$ cat src/rtl/wwas_pkg.sv
// Package for the wrapped-window axis mapper: widths, register indexes,
// serial step counts and the controller state type. No dependencies.
package wwas_pkg;

  localparam int SAMPLE_BITS = 13;

  localparam int HALF_W    = 11;
  localparam int SCALE_W   = 12;
  localparam int HEIGHT_W  = 14;
  localparam int POS_W     = 16;
  localparam int CFG_W     = 14;
  localparam int CFG_IDX_W = 2;

  // bounds reach sample max + half_width, or just below full_scale after a wrap
  localparam int BOUND_W = ((SAMPLE_BITS > SCALE_W) ? SAMPLE_BITS : SCALE_W) + 2;
  localparam int OFF_W   = BOUND_W + 1;
  localparam int DIFF_W  = OFF_W + 1;
  localparam int PROD_W  = DIFF_W + HEIGHT_W;
  localparam int DEN_W   = 12;
  localparam int D_W     = 6;
  localparam int CNT_W   = $clog2(PROD_W);

  localparam int PERCENT   = 100;
  localparam int PCT_W     = 7;
  // floor(x / 100) == (x * 5243) >> 19 for every x below 43690
  localparam int RECIP     = 5243;
  localparam int RECIP_W   = 13;
  localparam int RECIP_SH  = 19;

  localparam int POS_MAX = 32767;
  localparam int POS_MIN_MAG = 32768;

  localparam logic [CFG_IDX_W-1:0] REG_HALF_WIDTH    = 2'd0;
  localparam logic [CFG_IDX_W-1:0] REG_FULL_SCALE    = 2'd1;
  localparam logic [CFG_IDX_W-1:0] REG_SCREEN_HEIGHT = 2'd2;

  typedef enum logic [2:0] {
    ST_IDLE,
    ST_CAPTURE,
    ST_CLAMP,
    ST_OFFSET,
    ST_MUL,
    ST_DIV,
    ST_FIN
  } state_t;

endpackage

$ cat src/rtl/wwas_sample_if.sv
// Input channel of the axis mapper: valid/ready plus one signed sample.
// Depends on wwas_pkg.
interface wwas_sample_if;
  import wwas_pkg::*;

  logic                          valid;
  logic                          ready;
  logic signed [SAMPLE_BITS-1:0] sample;

  modport source (output valid, output sample, input ready);
  modport sink   (input valid, input sample, output ready);
endinterface

$ cat src/rtl/wwas_result_if.sv
// Result channel of the axis mapper: valid/ready, position and accepted flag.
// Depends on wwas_pkg.
interface wwas_result_if;
  import wwas_pkg::*;

  logic                    valid;
  logic                    ready;
  logic signed [POS_W-1:0] position;
  logic                    accepted;

  modport source (output valid, output position, output accepted, input ready);
  modport sink   (input valid, input position, input accepted, output ready);
endinterface

$ cat src/rtl/wrapped_window_axis_to_screen.sv
// Wrapped-window axis mapper: top level with controller, serial multiplier
// and restoring divider. Depends on wwas_pkg, wwas_sample_if, wwas_result_if.
//
//   channel   dir  payload                  handshake
//   samples   in   sample (13b signed)      valid/ready
//   results   out  position (16b), accepted valid/ready
//   cfg       in   cfg_index, cfg_data      cfg_we, no back-pressure
//
// After a sample is accepted, the controller steps through capture, clamp
// and offset, then the shift-add multiplier (one cycle per height bit) and
// the restoring divider (one per quotient bit), and loads the result once
// the output register is free. A negative sample skips straight to the load.
// The block goes back to idle after the load, before it takes a new sample.
// A new sample is taken while the output register still holds a result.
// Reset is synchronous; no clearing pass, the block is ready right after it.
module wrapped_window_axis_to_screen (
  input  logic                               clk,
  input  logic                               rst,
  input  logic                               cfg_we,
  input  logic [wwas_pkg::CFG_IDX_W-1:0]     cfg_index,
  input  logic [wwas_pkg::CFG_W-1:0]         cfg_data,
  wwas_sample_if.sink                        samples,
  wwas_result_if.source                      results
);
  import wwas_pkg::*;

  logic [HALF_W-1:0]   half_width;
  logic [SCALE_W-1:0]  full_scale;
  logic [HEIGHT_W-1:0] screen_height;

  state_t state, state_next;

  logic                      need_capture;
  logic                      wraps;
  logic signed [BOUND_W-1:0] low_bound;
  logic signed [BOUND_W-1:0] high_bound;
  logic signed [BOUND_W-1:0] smp;
  logic signed [BOUND_W-1:0] y;
  logic                      rejected;
  logic [D_W-1:0]            d;
  logic [DEN_W-1:0]          den;
  logic                      diff_neg;
  logic [DIFF_W-1:0]         mcand;
  logic [PROD_W:0]           prod;
  logic [PROD_W-1:0]         quot;
  logic [DEN_W-1:0]          rem;
  logic [CNT_W-1:0]          cnt;

  logic                      out_valid;
  logic signed [POS_W-1:0]   position;
  logic                      accepted;

  logic take_in;
  logic load_out;
  logic mul_last;
  logic div_last;

  // capture
  logic signed [BOUND_W-1:0] hw_s, fs_s, lo_raw, hi_raw, lo_cap, hi_cap;
  logic                      lo_wrap, hi_wrap;
  // clamp and scale
  logic signed [BOUND_W-1:0]           y_c;
  logic [HALF_W+1+RECIP_W-1:0]         recip_prod;
  logic [D_W-1:0]                      d_c;
  // offset
  logic signed [OFF_W-1:0]   off_raw, off_c;
  logic [DEN_W-1:0]          den_c;
  logic signed [DIFF_W-1:0]  diff_c;
  // serial steps
  logic [DIFF_W:0]           mul_sum;
  logic [DEN_W+1:0]          trial;
  logic                      borrow;
  logic signed [POS_W-1:0]   pos_c;

  always_comb begin
    hw_s    = $signed(BOUND_W'(half_width));
    fs_s    = $signed(BOUND_W'(full_scale));
    lo_raw  = smp - hw_s;
    hi_raw  = smp + hw_s;
    lo_wrap = lo_raw < 0;
    hi_wrap = hi_raw > fs_s;
    lo_cap  = lo_wrap ? lo_raw + fs_s : lo_raw;
    hi_cap  = hi_wrap ? hi_raw - fs_s : hi_raw;
  end

  always_comb begin
    y_c = smp;
    if (!wraps) begin
      if (smp > high_bound) begin
        y_c = high_bound;
      end else if (smp < low_bound) begin
        y_c = low_bound;
      end
    end else if (smp > high_bound && smp < low_bound) begin
      y_c = high_bound;
    end
    // d = floor(2*half_width / 100), never below 1
    recip_prod = (HALF_W + 1 + RECIP_W)'({half_width, 1'b0})
               * (HALF_W + 1 + RECIP_W)'(RECIP);
    d_c = recip_prod[RECIP_SH +: D_W];
    if (d_c == '0) begin
      d_c = D_W'(1);
    end
  end

  always_comb begin
    off_raw = OFF_W'(y) - OFF_W'(low_bound);
    off_c   = (off_raw < 0 && wraps) ? off_raw + $signed(OFF_W'(full_scale)) : off_raw;
    den_c   = DEN_W'(d) * DEN_W'(PERCENT);
    diff_c  = $signed(DIFF_W'(den_c)) - DIFF_W'(off_c);
  end

  always_comb begin
    mul_sum = prod[PROD_W:HEIGHT_W] + (prod[0] ? {1'b0, mcand} : '0);
    trial   = {1'b0, rem, quot[PROD_W-1]} - {2'b00, den};
    borrow  = trial[DEN_W+1];
  end

  always_comb begin
    pos_c = '0;
    if (!rejected) begin
      if (diff_neg) begin
        if (quot > PROD_W'(POS_MIN_MAG)) begin
          pos_c = $signed(POS_W'(POS_MIN_MAG));
        end else begin
          pos_c = -$signed(quot[POS_W-1:0]);
        end
      end else if (quot > PROD_W'(POS_MAX)) begin
        pos_c = $signed(POS_W'(POS_MAX));
      end else begin
        pos_c = $signed(quot[POS_W-1:0]);
      end
    end
  end

  // controller outputs
  always_comb begin
    samples.ready = (state == ST_IDLE);
    take_in       = samples.valid && (state == ST_IDLE);
    load_out      = (state == ST_FIN) && (!out_valid || results.ready);
    mul_last      = (cnt == CNT_W'(HEIGHT_W - 1));
    div_last      = (cnt == CNT_W'(PROD_W - 1));
  end

  // controller next state
  always_comb begin
    state_next = state;
    case (state)
      ST_IDLE: begin
        if (take_in) begin
          state_next = samples.sample[SAMPLE_BITS-1] ? ST_FIN : ST_CAPTURE;
        end
      end
      ST_CAPTURE: state_next = ST_CLAMP;
      ST_CLAMP:   state_next = ST_OFFSET;
      ST_OFFSET:  state_next = ST_MUL;
      ST_MUL: begin
        if (mul_last) begin
          state_next = ST_DIV;
        end
      end
      ST_DIV: begin
        if (div_last) begin
          state_next = ST_FIN;
        end
      end
      ST_FIN: begin
        if (load_out) begin
          state_next = ST_IDLE;
        end
      end
      default: state_next = ST_IDLE;
    endcase
  end

  always_ff @(posedge clk) begin
    if (rst) begin
      state         <= ST_IDLE;
      half_width    <= HALF_W'(200);
      full_scale    <= SCALE_W'(1000);
      screen_height <= HEIGHT_W'(1080);
      need_capture  <= 1'b1;
      wraps         <= 1'b0;
      low_bound     <= '0;
      high_bound    <= '0;
    end else begin
      state <= state_next;
      if (cfg_we) begin
        case (cfg_index)
          REG_HALF_WIDTH:    half_width    <= cfg_data[HALF_W-1:0];
          REG_FULL_SCALE:    full_scale    <= cfg_data[SCALE_W-1:0];
          REG_SCREEN_HEIGHT: screen_height <= cfg_data[HEIGHT_W-1:0];
          default: ;
        endcase
      end
      if (state == ST_CAPTURE && need_capture) begin
        need_capture <= 1'b0;
        low_bound    <= lo_cap;
        high_bound   <= hi_cap;
        if (lo_wrap || hi_wrap) begin
          wraps <= 1'b1;
        end
      end
    end
  end

  // datapath, no reset needed
  always_ff @(posedge clk) begin
    case (state)
      ST_IDLE: begin
        if (take_in) begin
          smp      <= BOUND_W'(samples.sample);
          rejected <= samples.sample[SAMPLE_BITS-1];
        end
      end
      ST_CLAMP: begin
        y <= y_c;
        d <= d_c;
      end
      ST_OFFSET: begin
        den      <= den_c;
        diff_neg <= diff_c < 0;
        mcand    <= (diff_c < 0) ? DIFF_W'(-diff_c) : DIFF_W'(diff_c);
        prod     <= (PROD_W + 1)'(screen_height);
        cnt      <= '0;
      end
      ST_MUL: begin
        // shift-add, one bit of screen_height per cycle
        prod <= {1'b0, mul_sum, prod[HEIGHT_W-1:1]};
        if (mul_last) begin
          cnt <= '0;
          rem <= '0;
          // product after the last step
          quot <= {mul_sum, prod[HEIGHT_W-1:1]};
        end else begin
          cnt <= cnt + CNT_W'(1);
        end
      end
      ST_DIV: begin
        // restoring divide, one quotient bit per cycle
        cnt <= cnt + CNT_W'(1);
        if (!borrow) begin
          rem  <= trial[DEN_W-1:0];
          quot <= {quot[PROD_W-2:0], 1'b1};
        end else begin
          rem  <= {rem[DEN_W-2:0], quot[PROD_W-1]};
          quot <= {quot[PROD_W-2:0], 1'b0};
        end
      end
      ST_FIN: begin
        if (rejected) begin
          quot <= '0;
        end
      end
      default: ;
    endcase
  end

  // output register
  always_ff @(posedge clk) begin
    if (rst) begin
      out_valid <= 1'b0;
    end else if (load_out) begin
      out_valid <= 1'b1;
    end else if (results.ready) begin
      out_valid <= 1'b0;
    end
  end

  always_ff @(posedge clk) begin
    if (load_out) begin
      position <= pos_c;
      accepted <= !rejected;
    end
  end

  assign results.valid    = out_valid;
  assign results.position = position;
  assign results.accepted = accepted;

endmodule
$ cat src/flat_wrapper.sv
// flat-port wrapper written by rule: the top's interface ports become plain ports
module wrapped_window_axis_to_screen_flat import wwas_pkg::*;
  (clk, rst, cfg_we, cfg_index, cfg_data, samples_valid, samples_sample, samples_ready, results_valid, results_position, results_accepted, results_ready);
  wwas_sample_if samples_i ();
  wwas_result_if results_i ();
  input  logic clk;
  input  logic rst;
  input  logic cfg_we;
  input  logic [wwas_pkg::CFG_IDX_W-1:0] cfg_index;
  input  logic [wwas_pkg::CFG_W-1:0] cfg_data;
  input wire logic [$bits(samples_i.valid)-1:0] samples_valid;
  input wire logic [$bits(samples_i.sample)-1:0] samples_sample;
  output wire logic [$bits(samples_i.ready)-1:0] samples_ready;
  output wire logic [$bits(results_i.valid)-1:0] results_valid;
  output wire logic [$bits(results_i.position)-1:0] results_position;
  output wire logic [$bits(results_i.accepted)-1:0] results_accepted;
  input wire logic [$bits(results_i.ready)-1:0] results_ready;
  assign samples_i.valid = samples_valid;
  assign samples_i.sample = samples_sample;
  assign samples_ready = samples_i.ready;
  assign results_valid = results_i.valid;
  assign results_position = results_i.position;
  assign results_accepted = results_i.accepted;
  assign results_i.ready = results_ready;
  wrapped_window_axis_to_screen u_core (.clk(clk), .rst(rst), .cfg_we(cfg_we), .cfg_index(cfg_index), .cfg_data(cfg_data), .samples(samples_i), .results(results_i));
endmodule
$ cat config.mk
export PLATFORM = sky130hd
export DESIGN_NAME = wrapped_window_axis_to_screen_flat
export DESIGN_NICKNAME = d
export VERILOG_FILES = /design/src/rtl/wwas_pkg.sv /design/src/rtl/wwas_sample_if.sv /design/src/rtl/wwas_result_if.sv /design/src/rtl/wrapped_window_axis_to_screen.sv /design/src/flat_wrapper.sv
export SDC_FILE = /design/constraint.sdc
export NUM_CORES = 1
export LEC_CHECK = 0
export ABC_CLOCK_PERIOD_IN_PS = 6300
export BUFFER_PORTS_ARGS = -buffer_cell sky130_fd_sc_hd__clkbuf_2
export CAP_MARGIN = 20
export CORE_ASPECT_RATIO = 0.9
export CORE_MARGIN = 2
export CORE_UTILIZATION = 64
export DETAILED_ROUTE_END_ITERATION = 10
export PLACE_DENSITY = 0.87
export SLEW_MARGIN = 20
export SYNTH_ARGS = -nofsm -noshare
export SYNTH_HDL_FRONTEND = slang
export SYNTH_SLANG_ARGS = --single-unit
$ cat constraint.sdc
create_clock -name clk -period 6.3 [get_ports clk]
set_input_delay 0.315 -clock clk [delete_from_list [all_inputs] [get_ports clk]]
set_output_delay 0.315 -clock clk [all_outputs]
set_load 0.01 [all_outputs]
==> results of run 1 <==
==> what timing repair did <==
| item | in CTS | in global routing |
|---|---|---|
| endpoints found under the hold margin | 13 | 0 |
| hold buffers | 13 | 0 |
| resized for setup | 0 | 3 |
| endpoints found under the setup margin | 0 | 1 |
==> power groups by stage <==
stage | Sequential [mW] | Combinational [mW] | Clock (mW)
2_1_floorplan | 2.48 | 6.48 | 0
3_3_place_gp | 2.57 | 7.82 | 0
3_5_place_dp | 2.58 | 8.08 | 0
4_1_cts | 2.55 | 8.16 | 1.59
5_1_grt | 2.59 | 9.21 | 1.65
6_report | 2.57 | 8.31 | 1.59
==> placed cells by master (no fill, tap or decap), types with 19 or more instances in the layout <==
cell type / n
edfxtp_1: 158
clkbuf_16: 26
clkbuf_2: 52
a21oi_1: 125
a31oi_1: 25
ha_1: 245
mux2i_1: 41
o21ai_0: 93
fa_1: 49
nor2_1: 135
xor2_1: 36
nor3_1: 32
xnor2_1: 75
a211oi_1: 29
nand2b_1: 24
o21a_1: 22
nand2_1: 172
dfxtp_1: 71
and2_1: 19
nand3_1: 30
a21o_1: 39
nor2b_1: 33
mux2_2: 27
a22o_1: 22
inv_1: 197
==> cell type report <==
cell class	count	area, um^2
fillers	2090	8410
repair buffers	85	561
well taps	396	495
flip-flops and latches	231	6210
inverters	199	747
clock buffers	31	709
clock inverters	14	176
multi-input cells	1507	11600
==> logic make-up after synthesis <==
kind of cell / after synthesis / share of synthesized area, %
XOR/XNOR: 111 / 5.17
flip-flops: 231 / 33.0
adder cells (fa/ha/maj): 295 / 21.6
buffers and inverters: 262 / 5.39
AO/OA/AOI/OAI: 477 / 16.6
multiplexers: 68 / 3.80
other: 1 / 0.0199
AND/OR/NAND/NOR: 555 / 14.5
==> registers in the layout, summed over array words and instances, names as in the netlist, 14 cells and up <==
name                     cells
u_core.y                    15
u_core.prod                 31
u_core.quot                 31
u_core.screen_height        14
u_core.high_bound           15
u_core.low_bound            15
u_core.results.position     16
u_core.mcand                17
==> critical path, cell delays in order (launching register included) <==
cell,delay (ps)
dfxtp_1,450
fa_1,500
fa_1,490
inv_1,60
fa_1,490
inv_1,60
fa_1,500
fa_1,490
ha_1,320
a2111oi_0,520
o221ai_1,230
o2111ai_1,160
a21oi_1,130
o41a_1,380
a21oi_2,240
o21ai_0,160
xor2_1,170
o41ai_1,430
==> routing by layer <==
| metal | vias to the layer above | routed length [um] |
|---|---|---|
| li1 | 7237 | - |
| met5 | - | 0 |
| met4 | 0 | 1280 |
| met2 | 518 | 22600 |
| met1 | 7230 | 20300 |
| met3 | 101 | 2950 |
==> per-stage QoR <==
| stage | setup slack, ps | hold WS [ps] | cell area (um^2) | utilization [%] |
|---|---|---|---|---|
| 6_report | 277 | 37.4 | 20500 | 70.9 |
| 5_1_grt | 36.3 | 26.6 | 20500 | 70.9 |
| 4_1_cts | 120 | 26.3 | 20500 | 70.8 |
| 3_5_place_dp | 281 | 446 | 19500 | 67.3 |
| 3_3_place_gp | 667 | 439 | 19500 | 67.3 |
| 2_1_floorplan | 857 | 414 | 18800 | - |
==> path summary, 6_finish.rpt <==
kind | endpoint | cells past startpoint
max | u_core.d[0]$_SDFFCE_PN1P_ | 17
max reg2reg | u_core.d[0]$_SDFFCE_PN1P_ | 17
min | u_core.screen_height[13]$_SDFFE_PP0P_ | 3
min reg2reg | u_core.screen_height[0]$_SDFFE_PP0P_ | 2
==> out/results.ini, run 1 <==
[status]
status=finished clean

[synthesis]
syn-num-nets=2328
synth.area.top_cells=edfxtp_1 25%, ha_1 16%, dfxtp_1 7.8%, fa_1 5.2%, inv_1 4.0%
yosysSeqAreaShare_pct=33.0
synthCells=2000
ys_types=84
synth_common_cells=245 x ha_1, 198 x inv_1, 172 x nand2_1
synth_top_area_share_pct=25.2
synthArstFlopShare_pct=0
ys_ff_latch=231
synth_edf_count=158
syn_area_um2=18800
ys_warn_count=0
syn_area_per_cell_um2=9.41
synth_top_area_cell=edfxtp_1
synthFlopType=edfxtp_1
yosysMostFrequentCell=ha_1

[setup_path]
crit_start=u_core.half_width[7]$_SDFFE_PP1P_
required_ps=6590
r2r_start=u_core.half_width[7]$_SDFFE_PP1P_
critical_path_class=reg -> reg
arrival_ps=6310
ff2ff_setup_slack_ps=280
endpoint_kind=flop
crit_path_start_kind=flop
cp_max_fo=6

[placed_design]
dp_hpwl_um=35800
portBuffers=52
dp_cells=2404
gp_congestion=0.934

[worst_hold_path]
hold_path_class=in -> reg
holdCritStartpoint=cfg_data[13]

[drt]
postRouteAntennaNets=0
drt-initial-drc-count=1385
route.vias.total=15086
drt-vias-per-instance=6.13
drc_errors=0
dr.pass1.iters=7
drt_wl_total_um=47100
wire_per_inst_um=19.1

[sta]
setup_viol=0
post-route-min-period_ps=6020
hold_viol=0
max_slew_margin_pct=33.2
rsz0062_at_grt=no
fmax_mhz=166
tightest_slew_ps=999
skew_ps=18.2
fin_crit_sh_pct=95.6
tns_ps=0
finalMaxSlewViolations=0

[run]
maxCapViolations=0

[floorplanning]
row_count=59
boundaryPins=53
core_um2=28900
start_util_pct=65.0
die_w_um=185
dieArea_um2=30800
die_h_um=167

[cts]
cts_root_buf=clkbuf_16
htree_levels=1
numCtsBuffers=25
cts.clk_slew.worst_paths_ps=70
cts_tree=done
numClockSinks=231
clock_latency_ps=530
clock_path_buffers=3
postCtsSetupRepairBufs=0

[pwr]
clkPwrFrac_pct=12.7
p_seq_share_pct=20.6
swShare_pct=46.2
p_leak_nw=8.81
p_int_mw=6.71
power_frac_comb_pct=66.7
power_mw=12.5
p_switching_mw=5.75
powerDensity_nw_per_um2=607
ir_drop_mv=0.533

[grt]
grt_pass1_vias=14910
grt_busiest_layer=met2
grt_util_met2_pct=51.8
grt_max_degree=76
globalRoute.totalOverflow=0
grt_first_pass_wirelength_um=75100
antenna_found_initial=0
use_met1_pct=40.4
grt.total_usage_pct=30.4
use_met3_pct=4.40

[layout]
final-instance-count-excl-fill=2463
antenna_cells=0
drive_gt1_share_pct=8.81
nNetsFinal=2377
area_growth_syn_to_layout_pct=9.10

Note: power is estimated with default switching activity, not from simulation.
==> inputs of run 2 (changes only) <==
--- a/config.mk
+++ b/config.mk
@@ -11,6 +11,7 @@
 export CORE_ASPECT_RATIO = 0.9
 export CORE_MARGIN = 2
 export CORE_UTILIZATION = 64
+export CTS_BUF_LIST = sky130_fd_sc_hd__clkbuf_16
 export DETAILED_ROUTE_END_ITERATION = 10
 export PLACE_DENSITY = 0.87
 export SLEW_MARGIN = 20
==> run 2 against run 1 <==
  * Non-clock buffer count unchanged
  * Final cell count unchanged
  * Largest cell class unchanged
  * Largest power group unchanged
  * Setup slack improved by 7.0 ps
  * Power decreased by 0.54%
  * Critical path depth unchanged
  * Critical endpoint unchanged
  * Critical path type unchanged
  * Final area decreased by 0.19%
==> out/results.ini, run 2 (synthesis results as in run 1) <==
[sta]
hold_viol=0
tightest_slew_ps=976
finalMaxSlewViolations=0
setup_viol=0
rsz0062_at_grt=no
tns_ps=0
max_slew_margin_pct=34.6
fmax_mhz=166
skew_ps=17.7
hold_slack_ps=41.2
fin_crit_sh_pct=95.5
post-route-min-period_ps=6020

[setup_path]
cp_max_fo=6
crit_path_start_kind=flop
crit_start=u_core.half_width[7]$_SDFFE_PP1P_
critical_path_class=reg -> reg
endpoint_kind=flop
arrival_ps=6300
required_ps=6590
r2r_start=u_core.half_width[7]$_SDFFE_PP1P_

[cts]
numClockSinks=231
htree_levels=1
clock_path_buffers=3
numCtsBuffers=25
cts_tree=done
cts.clk_slew.worst_paths_ps=70
clock_latency_ps=530
cts_root_buf=clkbuf_16

[floorplanning]
die_h_um=167
row_count=59
boundaryPins=53
die_w_um=185
start_util_pct=65.0
core_um2=28900
dieArea_um2=30800

[layout]
fillers=2093
antenna_cells=0
area_growth_syn_to_layout_pct=8.88
final-seq-area_um2=6210
top_regs=u_core.prod: 31 flops, u_core.quot: 31 flops, u_core.mcand: 17 flops
layout_commonest_cell=ha_1
drive_gt1_share_pct=8.61
nNetsFinal=2377
final_cell_mix=245 x ha_1, 198 x inv_1, 172 x nand2_1
final_area_um2=20500
multi_input_area_um2=11600

[grt]
grt_first_pass_wirelength_um=74900
grt.total_usage_pct=30.4
globalRoute.totalOverflow=0
use_met1_pct=40.5
grt_busiest_layer=met2
antenna_found_initial=0
use_met3_pct=4.24
grt_max_degree=76
grt_util_met2_pct=51.8
grt_pass1_vias=14898

[drt]
drt-initial-drc-count=1386
drt-vias-per-instance=6.09
wire_per_inst_um=19.0
postRouteAntennaNets=0
drc_errors=0
drt_wl_total_um=46800
route.vias.total=15004
dr.pass1.iters=6

[pwr]
power_frac_comb_pct=67.0
powerDensity_nw_per_um2=605
ir_drop_mv=0.532
clkPwrFrac_pct=12.3
swShare_pct=46.3
p_int_mw=6.66
p_switching_mw=5.74
p_seq_share_pct=20.7
p_leak_nw=8.79

[worst_hold_path]
holdCritStartpoint=cfg_data[12]
hold_path_class=in -> reg

[placed_design]
gp_congestion=0.934
portBuffers=52
dp_hpwl_um=35800
place_area_um2=19500

[status]
status=finished clean

[run]
maxCapViolations=0

run 2: cell count changes in the layout (fill, tap and decap cells not counted), sizes merged:
cell	before	now
inv	199	200
clkinv	9	13
clkbuf	83	78
run 2: through the flow:
step / worst slack, ps / utilization [%] / instances / power, mW
after floorplan: 857 / - / 2000 / 8.96
after global placement: 667 / 67.3 / 2403 / 10.4
after detailed placement: 281 / 67.3 / 2404 / 10.7
after CTS: 117 / 70.7 / 2462 / 12.3
after global routing: 37.4 / 70.8 / 2463 / 13.4
final: 284 / 70.8 / 2463 / 12.4
run 2: cell type report:
type	instances	area share [%]
timing repair buffer	85	2.74
inverter	199	3.65
tap	396	2.42
multi-input combinational	1507	56.8
clock inverter	19	0.953
clock buffer	26	3.18
sequential	231	30.3
run 2: final timing paths:
| path | slack [ps] | to | depth (start not counted) |
|---|---|---|---|
| hold reg to reg | 450 | u_core.screen_height[12]$_SDFFE_PP0P_ | 2 |
| hold / removal | 40 | u_core.screen_height[12]$_SDFFE_PP0P_ | 3 |
| setup / recovery | 280 | u_core.d[0]$_SDFFCE_PN1P_ | 17 |
| setup reg to reg | 280 | u_core.d[0]$_SDFFCE_PN1P_ | 17 |
run 2: worst max-delay path, stage by stage, from the launching register on:
cell,delay (ps)
dfxtp_1,450
fa_1,500
fa_1,490
inv_1,50
fa_1,490
inv_1,60
fa_1,500
fa_1,490
ha_1,320
a2111oi_0,520
o221ai_1,230
o2111ai_1,160
a21oi_1,130
o41a_1,380
a21oi_2,240
o21ai_0,160
xor2_1,170
o41ai_1,430
run 2: power groups by stage:
stage               registers [mW]  logic (mW)  clock network (mW)
global route                  2.59        9.21                1.60
floorplan                     2.48        6.48                   0
detailed placement            2.58        8.08                   0
global placement              2.57        7.82                   0
CTS                           2.55        8.16                1.54
finish                        2.56        8.30                1.53
run 2: timing repair:
action	4_1_cts	5_1_grt
endpoints found under the setup margin	0	1
endpoints found under the hold margin	13	0
hold buffers	13	0
resized for setup	0	3
buffers inserted	0	0
run 2: per-layer routing:
metal	vias up	wire [um]	part of all wire, %
met5	-	0	0
met4	0	1240	2.7
met3	99	3250	6.9
met2	527	22400	48
met1	7140	19900	43
li1	7238	-	-
